===== src/hw/rtl/u8eb_pkg.sv =====
// Package for the UTF-8 encoder with per-string byte budget.
// Holds status codes, encoding range bounds and lead/continuation byte marks.
// No dependencies.
package u8eb_pkg;

    localparam int CP_W    = 21;
    localparam int COUNT_W = 16;
    localparam int BYTE_W  = 8;

    typedef logic [1:0] status_t;

    localparam status_t STATUS_OK      = 2'd0;
    localparam status_t STATUS_TRUNC   = 2'd1;
    localparam status_t STATUS_INVALID = 2'd2;

    typedef enum logic [0:0] {
        REG_LIMIT_ENABLE = 1'b0,
        REG_BYTE_LIMIT   = 1'b1
    } reg_index_t;

    localparam logic [CP_W-1:0] MAX_1BYTE = 21'h00007F;
    localparam logic [CP_W-1:0] MAX_2BYTE = 21'h0007FF;
    localparam logic [CP_W-1:0] MAX_3BYTE = 21'h00FFFF;
    localparam logic [CP_W-1:0] MAX_CP    = 21'h10FFFF;

    localparam logic [BYTE_W-1:0] LEAD_2  = 8'hC0;
    localparam logic [BYTE_W-1:0] LEAD_3  = 8'hE0;
    localparam logic [BYTE_W-1:0] LEAD_4  = 8'hF0;
    localparam logic [BYTE_W-1:0] CONT    = 8'h80;
    localparam logic [COUNT_W-1:0] COUNT_MAX = 16'hFFFF;

endpackage


===== src/hw/rtl/utf8_encoder_byte_budget.sv =====
// Top level: UTF-8 encoder with a per-string byte budget.
// Encodes one code point per input beat into up to four byte beats.
// Depends on u8eb_pkg.
//
//  channel | signals                                   | dir | role
//  --------+-------------------------------------------+-----+-------------------------
//  in      | in_valid in_ready code_point first_of_string | in  | one code point per beat
//  out     | out_valid out_ready out_byte status last_of_item | out | one byte or status per beat
//  cfg     | cfg_we cfg_index cfg_wdata                 | in  | register writes, no wait
//
// An accepted code point is encoded in the cycle it is accepted and loaded into
// the result register; it then gives 1 to 4 output beats, one per cycle while out_ready is high.
// A new code point is taken in the same cycle the last beat of the previous one
// leaves, so the input takes no new item while bytes of the last one remain.
// Reset clears the budget registers, the running count, the stop mark and out_valid.
// A stalled output holds its beat and blocks the input until the last beat goes.
module utf8_encoder_byte_budget (
    input  logic                            clk,
    input  logic                            rst_n,
    input  logic                            cfg_we,
    input  logic                            cfg_index,
    input  logic [u8eb_pkg::COUNT_W-1:0]    cfg_wdata,
    input  logic                            in_valid,
    output logic                            in_ready,
    input  logic [u8eb_pkg::CP_W-1:0]       code_point,
    input  logic                            first_of_string,
    output logic                            out_valid,
    input  logic                            out_ready,
    output logic [u8eb_pkg::BYTE_W-1:0]     out_byte,
    output u8eb_pkg::status_t               status,
    output logic                            last_of_item
);

    logic                                limit_enable_reg;
    logic [u8eb_pkg::COUNT_W-1:0]        byte_limit_reg;
    logic [u8eb_pkg::COUNT_W-1:0]        count_reg;
    logic [u8eb_pkg::COUNT_W-1:0]        count_next;
    logic                                stopped_reg;
    logic                                stopped_next;

    logic                                valid_reg;
    logic [1:0]                          left_reg;
    logic [1:0]                          left_next;
    u8eb_pkg::status_t                   status_reg;
    u8eb_pkg::status_t                   status_next;
    logic [3:0][u8eb_pkg::BYTE_W-1:0]    bytes_reg;
    logic [3:0][u8eb_pkg::BYTE_W-1:0]    bytes_next;

    logic                                in_fire;
    logic                                out_fire;
    logic [u8eb_pkg::COUNT_W-1:0]        base_count;
    logic                                base_stopped;
    logic [2:0]                          n_bytes;
    logic [3:0][u8eb_pkg::BYTE_W-1:0]    enc;
    logic [u8eb_pkg::COUNT_W:0]          total;
    logic                                over;

    assign out_valid    = valid_reg;
    assign out_byte     = bytes_reg[0];
    assign status       = status_reg;
    assign last_of_item = (left_reg == 2'd0);
    assign out_fire     = valid_reg && out_ready;
    assign in_ready     = !valid_reg || (out_ready && left_reg == 2'd0);
    assign in_fire      = in_valid && in_ready;

    always_ff @(posedge clk or negedge rst_n)
    begin
        if (!rst_n)
        begin
            limit_enable_reg <= 1'b0;
            byte_limit_reg   <= '0;
        end
        else if (cfg_we)
        begin
            case (u8eb_pkg::reg_index_t'(cfg_index))
                u8eb_pkg::REG_LIMIT_ENABLE: limit_enable_reg <= cfg_wdata[0];
                u8eb_pkg::REG_BYTE_LIMIT:   byte_limit_reg   <= cfg_wdata;
                default:                    limit_enable_reg <= limit_enable_reg;
            endcase
        end
    end

    // Encode the incoming code point
    always_comb
    begin
        enc = '0;
        if (code_point <= u8eb_pkg::MAX_1BYTE)
        begin
            n_bytes = 3'd1;
            enc[0]  = {1'b0, code_point[6:0]};
        end
        else if (code_point <= u8eb_pkg::MAX_2BYTE)
        begin
            n_bytes = 3'd2;
            enc[0]  = u8eb_pkg::LEAD_2 | {3'b000, code_point[10:6]};
            enc[1]  = u8eb_pkg::CONT | {2'b00, code_point[5:0]};
        end
        else if (code_point <= u8eb_pkg::MAX_3BYTE)
        begin
            n_bytes = 3'd3;
            enc[0]  = u8eb_pkg::LEAD_3 | {4'b0000, code_point[15:12]};
            enc[1]  = u8eb_pkg::CONT | {2'b00, code_point[11:6]};
            enc[2]  = u8eb_pkg::CONT | {2'b00, code_point[5:0]};
        end
        else
        begin
            n_bytes = 3'd4;
            enc[0]  = u8eb_pkg::LEAD_4 | {5'b00000, code_point[20:18]};
            enc[1]  = u8eb_pkg::CONT | {2'b00, code_point[17:12]};
            enc[2]  = u8eb_pkg::CONT | {2'b00, code_point[11:6]};
            enc[3]  = u8eb_pkg::CONT | {2'b00, code_point[5:0]};
        end
    end

    assign base_count   = first_of_string ? '0 : count_reg;
    assign base_stopped = first_of_string ? 1'b0 : stopped_reg;
    assign total        = {1'b0, base_count} + {{(u8eb_pkg::COUNT_W-2){1'b0}}, n_bytes};
    assign over         = limit_enable_reg && (total > {1'b0, byte_limit_reg});

    // Decide the item's outcome and load the result register
    always_comb
    begin
        count_next   = count_reg;
        stopped_next = stopped_reg;
        left_next    = left_reg;
        status_next  = status_reg;
        bytes_next   = bytes_reg;
        if (in_fire)
        begin
            count_next   = base_count;
            stopped_next = base_stopped;
            left_next    = 2'd0;
            bytes_next   = '0;
            if (base_stopped)
            begin
                status_next = u8eb_pkg::STATUS_TRUNC;
            end
            else if (code_point > u8eb_pkg::MAX_CP)
            begin
                status_next = u8eb_pkg::STATUS_INVALID;
            end
            else if (over)
            begin
                status_next  = u8eb_pkg::STATUS_TRUNC;
                stopped_next = 1'b1;
            end
            else
            begin
                status_next = u8eb_pkg::STATUS_OK;
                bytes_next  = enc;
                left_next   = 2'(n_bytes - 3'd1);
                count_next  = total[u8eb_pkg::COUNT_W] ? u8eb_pkg::COUNT_MAX
                                                       : total[u8eb_pkg::COUNT_W-1:0];
            end
        end
        else if (out_fire && left_reg != 2'd0)
        begin
            // advance to the next byte of the item
            bytes_next = {{u8eb_pkg::BYTE_W{1'b0}}, bytes_reg[3:1]};
            left_next  = left_reg - 2'd1;
        end
    end

    always_ff @(posedge clk or negedge rst_n)
    begin
        if (!rst_n)
        begin
            count_reg   <= '0;
            stopped_reg <= 1'b0;
            valid_reg   <= 1'b0;
            left_reg    <= 2'd0;
            status_reg  <= u8eb_pkg::STATUS_OK;
        end
        else
        begin
            count_reg   <= count_next;
            stopped_reg <= stopped_next;
            left_reg    <= left_next;
            status_reg  <= status_next;
            if (in_fire)
            begin
                valid_reg <= 1'b1;
            end
            else if (out_fire && left_reg == 2'd0)
            begin
                valid_reg <= 1'b0;
            end
        end
    end

    always_ff @(posedge clk)
    begin
        bytes_reg <= bytes_next;
    end

    a_status_single_beat: assert property (@(posedge clk) disable iff (!rst_n)
        valid_reg && status_reg != u8eb_pkg::STATUS_OK |-> left_reg == 2'd0)
        else $error("status beat is not the last beat of its item");

    a_status_zero_byte: assert property (@(posedge clk) disable iff (!rst_n)
        valid_reg && status_reg != u8eb_pkg::STATUS_OK |-> bytes_reg[0] == '0)
        else $error("status beat carries a nonzero byte");

    a_no_take_midway: assert property (@(posedge clk) disable iff (!rst_n)
        valid_reg && left_reg != 2'd0 |-> !in_ready)
        else $error("input taken while bytes of an item remain");

    a_next_byte_follows: assert property (@(posedge clk) disable iff (!rst_n)
        out_fire && left_reg != 2'd0 |=> valid_reg && left_reg == $past(left_reg) - 2'd1)
        else $error("byte sequence of an item broke off");

    a_trunc_sets_stop: assert property (@(posedge clk) disable iff (!rst_n)
        in_fire && !base_stopped && code_point <= u8eb_pkg::MAX_CP && over |=> stopped_reg)
        else $error("over-budget item did not stop the string");

endmodule

===== config.mk =====
export PLATFORM = sky130hd
export DESIGN_NAME = utf8_encoder_byte_budget
export DESIGN_NICKNAME = d
export VERILOG_FILES = /design/src/hw/rtl/u8eb_pkg.sv /design/src/hw/rtl/utf8_encoder_byte_budget.sv
export SDC_FILE = /design/constraint.sdc
export NUM_CORES = 1
export LEC_CHECK = 0
export BUFFER_PORTS_ARGS = -buffer_cell sky130_fd_sc_hd__clkbuf_2
export CORE_ASPECT_RATIO = 1.5
export CORE_MARGIN = 3
export CORE_UTILIZATION = 50
export CTS_CLUSTER_DIAMETER = 200
export DETAILED_ROUTE_END_ITERATION = 7
export HOLD_SLACK_MARGIN = 0.05
export PLACE_DENSITY = 0.71
export SYNTH_ARGS = -nofsm -noshare
export SYNTH_HDL_FRONTEND = slang
export SYNTH_SLANG_ARGS = --single-unit

===== constraint.sdc =====
create_clock -name clk -period 5.3 [get_ports clk]
set_clock_uncertainty 0.05 [all_clocks]
set_input_delay 0 -clock clk [delete_from_list [all_inputs] [get_ports clk]]
set_output_delay 0 -clock clk [all_outputs]
set_load 0.005 [all_outputs]

-- Yosys cells after proc, flatten, opt, wreduce, memory -nomap -nowiden
Index checks and enable logic that the tools add are counted.
- output and inout bits: 13
- input bits: 44
- register bits: 71
- order comparisons: 5
- $add $sub $neg: 3
- reduce and logical (&&, ||, !) cells: 14
- bitwise logic cells: 1
- multiplexer cells: 33
- operators by type and width (kind ; count):
    32-bit 2-to-1 mux ; 5
    16-bit 2-to-1 mux ; 7
    24-bit 2-to-1 mux ; 1
    22-bit 2-to-1 mux ; 1
    21-bit greater-than comparator, second input constant ; 1
    21-bit by 11-bit less-or-equal comparator with 1-bit output, second input constant ; 1
    21-bit by 16-bit less-or-equal comparator with 1-bit output, second input constant ; 1
    21-bit by 7-bit less-or-equal comparator with 1-bit output, second input constant ; 1
    16-bit by 3-bit adder with 17-bit output ; 1
    17-bit by 16-bit greater-than comparator with 1-bit output ; 1
    8-bit 2-to-1 mux ; 2
    2-bit 2-to-1 mux ; 7
    3-bit 2-to-1 mux ; 3
    1-bit 2-to-1 mux ; 7
    1-bit logical AND ; 6
    2-bit nonzero test ; 3
    2-bit AND reduction ; 2
    2-bit by 1-bit subtractor with 2-bit output, second input constant ; 2
    2-bit zero test ; 1
    1-bit zero test ; 1
    1-bit logical OR ; 1
    1-bit NOT ; 1

-- Longest topological paths before layout
- word-level depth: 11
- mapped depth: 26

-- Worst setup path after synthesis
OpenSTA, ideal clock, no wires.
- path type: in2reg
- start point: in code_point[14] (netlist bit)
- end point: reg count_reg[14] (netlist bit)
- slack: 0.207 ns
- path buffers: 3
- library setup time: 0.125 ns
- arrival time: 4.918 ns
- cell stages on the path: 25
- required time: 5.125 ns
- cells stage by stage: nor4_1 > nor2b_1 > clkbuf_1 > clkbuf_1 > nand3_1 > o21ai_0 > ha_1 > inv_1 > fa_1 > nor2b_1 > o2111a_1 > and2_1 > and3_1 > xnor2_1 > nor2_1 > ha_1 > and3_1 > a221o_1 > a221oi_2 > o21ai_1 > a21boi_4 > nand3_1 > buf_2 > o311ai_2 > nand2_1
- cells in the longest elaborated chain, start to end: 10
- elaborated cells between the ends (all ways): 14
- classes of those cells: 1 x add/sub; 5 x order compare; 7 x mux; 1 x reduce/logical
- RTL lines (item ; line ; source):
    from (decl) ; utf8_encoder_byte_budget.sv:25 ; input logic [u8eb_pkg::CP_W-1:0] code_point,
    21-bit by 16-bit less-or-equal comparator with 1-bit output ; utf8_encoder_byte_budget.sv:98 ; else if (code_point <= u8eb_pkg::MAX_3BYTE)
    3-bit 2-to-1 mux ; utf8_encoder_byte_budget.sv:98 ;
    3-bit 2-to-1 mux ; utf8_encoder_byte_budget.sv:92 ; else if (code_point <= u8eb_pkg::MAX_2BYTE)
    3-bit 2-to-1 mux ; utf8_encoder_byte_budget.sv:87 ; if (code_point <= u8eb_pkg::MAX_1BYTE)
    16-bit by 3-bit adder with 17-bit output ; utf8_encoder_byte_budget.sv:117 ; assign total = {1'b0, base_count} + {{(u8eb_pkg::COUNT_W-2){1'b0}}, n_bytes};
    17-bit by 16-bit greater-than comparator with 1-bit output ; utf8_encoder_byte_budget.sv:118 ; assign over = limit_enable_reg && (total > {1'b0, byte_limit_reg});
    1-bit logical AND ; utf8_encoder_byte_budget.sv:118 ;
    16-bit 2-to-1 mux ; utf8_encoder_byte_budget.sv:142 ; else if (over)
    16-bit 2-to-1 mux * ; utf8_encoder_byte_budget.sv:138 ; else if (code_point > u8eb_pkg::MAX_CP)
    16-bit 2-to-1 mux * ; utf8_encoder_byte_budget.sv:134 ; if (base_stopped)
    to (signal assigned) ; utf8_encoder_byte_budget.sv:176 ; count_reg <= count_next;
    to (decl) ; utf8_encoder_byte_budget.sv:36 ; logic [u8eb_pkg::COUNT_W-1:0] count_reg;
Every way passes the cells marked *; elsewhere a longest branch is shown, timed or not.
A chain may end at the register's enable or synchronous reset.

==> results.cfg <==
[cells_and_area]
nets = 571
n_antenna_cell = 0
drive_above_1_share_pct = 23.5
area_growth_pct = 24.6
largest_register_ffs = 21

[yosys]
syn-cell-area_um2 = 4090
synth_nets = 484
synth-seq-cells = 67
syn_avg_cell_area_um2 = 9.76
synth_ff_type = dfrtp_1
synth_top_cell_by_area = dfrtp_1
synth_top_cells_by_area = dfrtp_1 (23%), edfxtp_1 (21%), ha_1 (6.1%), nand2_1 (4.9%), mux2_2 (4.7%)
yosys.area.top_type_share_pct = 23.3
synthArstFlopShare_pct = 56.7
ys_types = 60
synth_edf_count = 29
yosysWarnings = 0
yosysSeqAreaShare_pct = 44.6
syn_inst = 419

[floorplanning]
dieArea_um2 = 9320
core-area_um2 = 7810
ios = 57
dieHeight_um = 117
start_util_pct = 52.4
fp.dieW_um = 79.8
rows = 39

[grt]
grtUsageTotal_pct = 24.1
grt_pass1_vias = 3737
grt_pass1_wl_um = 17200
overflow = 0
grt_max_degree = 39
antenna_found_initial = 0

[clocking]
cts_sinks = 67
cts_max_level = 3
cts_made_buffers = 9
clk_pin_slew_ns = 0.06
root_buffer = clkbuf_16
cts_tree = yes
cts_buffer_depth = 2
worstSkewPairLatency_ns = 0.34

[setup_path]
path_max_fanout = 13
crit_type = in -> reg
crit_path_cell_trace = clkbuf_2, or4_1, nor2_1, buf_4, nand3_1, o21ai_0, ha_1, inv_1, fa_1, nor2b_1, o2111a_1, and2_1, and3_1, xnor2_1, nor2_1, ha_1, and3_1, a221o_1, a221oi_2, o21ai_1, a21boi_4, nand2_2, buf_4, o31ai_1
crit_slowest_cell = or4_1
cp.arrival_ns = 5.05
critPathMaxStageDelay_ns = 0.56
endpoint_kind = flop
cp.required_ns = 5.42
startpoint_type = primary input

[power]
vdd_drop_max_v = 0.000340
p_leak_nw = 2.38
powerDensity_nw_per_um2 = 407

[placement]
dp_hpwl_um = 7260
io_buffers = 56
gp_congestion = 0.958

[detailed_routing]
first_pass_iters = 4
route.detailed.drc = 0
routed_wl_um = 10300
vias = 3502
initialDrtViolationCount = 217
post_drt_wl_per_cell_um = 16.8
drtAntennaViolNets = 0
viasPerCell = 5.71

[timing]
final.period_utilization_pct = 93.0
slew_viol_final = 0
fmax_ghz = 0.203
fin_crit_ns = 4.93
setup_tns_ns = 0
max_slew_margin_pct = 26.1
fin_hold_ws_ns = 0.0469
tightest_slew_ns = 1.11
finalSetupViolCount = 0
grt_setup_unrepaired = no
finalHoldViolCount = 0

[run_status]
status = complete, no violations

[flow_run]
drv_cap = 0

[hold_path]
hold_class = in -> reg
power breakdown:
group          switching, mW  total (mW)  internal, mW  leakage (nW)
Clock                  0.223       0.634         0.410         0.150
Combinational          0.346       0.624         0.278          1.49
Sequential            0.0877       0.816         0.728         0.742
Total                  0.657        2.07          1.42          2.38
metal layers:
layer	global-route usage [%]	routed length, um	up-vias
met3	4.71	560	37
li1	-	-	1676
met5	0	0	-
met4	12.0	369	0
met1	26.0	3860	1658
met2	44.5	5510	131
logic make-up after synthesis:
group,after synthesis,synth area share [%]
fa+ha+maj,21,6.61
buf+inv,56,6.61
compound gates,109,18.1
xor+xnor,12,2.57
simple gates,132,15.6
flops,67,44.6
mux,22,5.91
placed cells by master, fill, tap and decap left out, drive strengths merged, types with 18 or more instances in the layout:
cell         synthesis  final
nand2               54     54
a21oi               22     22
inv                 29     29
edfxtp              29     29
ha                  20     20
clkbuf              11     67
dfrtp               38     38
o21ai               35     35
buf                 16     18
dlygate4sd3          0     29
nor2                26     26
layout make-up:
cell class | count | area, um2
fill | 636 | 2710
multi-input combinational | 296 | 2020
sequential | 67 | 1820
timing repair buffer | 103 | 706
clock buffer | 11 | 233
tap | 102 | 128
inverter | 29 | 109
clock inverter | 5 | 77.6
cell usage after synthesis (3+ instances only):
library cell and instances:
nand2_1 53, dfrtp_1 38, o21ai_0 33, edfxtp_1 29
inv_1 29, nor2_1 25, a21oi_1 20, ha_1 20
mux2_2 17, and3_1 12, clkbuf_1 11, buf_4 9
nor2b_1 9, a22o_1 8, nand3_1 7, a22oi_1 6
xnor2_1 6, xor2_1 6, a21o_1 5, a31oi_1 5
and2_1 5, mux2i_1 5, o22ai_1 5, buf_2 3
buf_6 3, nand4_1 3, nor4_1 3, o2bb2ai_1 3
stage by stage:
stage                     worst slack, ns  cells  area (um2)  total power [mW]  utilization (%)
after floorplan                     0.207    419        4090              1.24                -
after global placement              0.282    568        4480              1.40             57.4
after detailed placement           0.0878    568        4480              1.42             57.4
after CTS                           0.344    613        5080              2.08             65.1
after global routing             0.000855    613        5090              2.20             65.2
final                               0.369    613        5090              2.07             65.2
worst max-delay path: cells and delay by family:
kind	cells	cell delay (ns)
AOI/OAI and AO/OA	7	1.67
adders and majority gates	3	0.88
and+or+nand+nor	9	1.82
xor gates and xnor gates	1	0.13
buffers and inverters	4	0.52
final timing paths:
| kind | from | endpoint | slack [ns] | depth (start not counted) |
|---|---|---|---|---|
| worst max-delay path | code_point[19] | bytes_reg[21]$_DFFE_PP_ | 0.37 | 24 |
| min in group asynchronous | rst_n | byte_limit_reg[3]$_DFFE_PN0P_ | 0.30 | 2 |
| max in group asynchronous | rst_n | count_reg[7]$_DFFE_PN0P_ | 4.30 | 2 |
| worst max register to register | count_reg[0]$_DFFE_PN0P_ | bytes_reg[21]$_DFFE_PP_ | 0.82 | 19 |
| worst min register to register | byte_limit_reg[7]$_DFFE_PN0P_ | byte_limit_reg[7]$_DFFE_PN0P_ | 0.45 | 1 |
| worst min-delay path | code_point[19] | out_byte[1]$_DFFE_PP_ | 0.05 | 4 |
what timing repair did:
| item | 4_1_cts | 5_1_grt |
|---|---|---|
| buffers inserted | 0 | 0 |
| endpoints found under the setup margin | 0 | 15 |
| hold buffers | 29 | 0 |
| gates resized for setup | 0 | 3 |
| endpoints found under the hold margin | 67 | 0 |
Note: power is estimated with default switching activity, not from simulation.
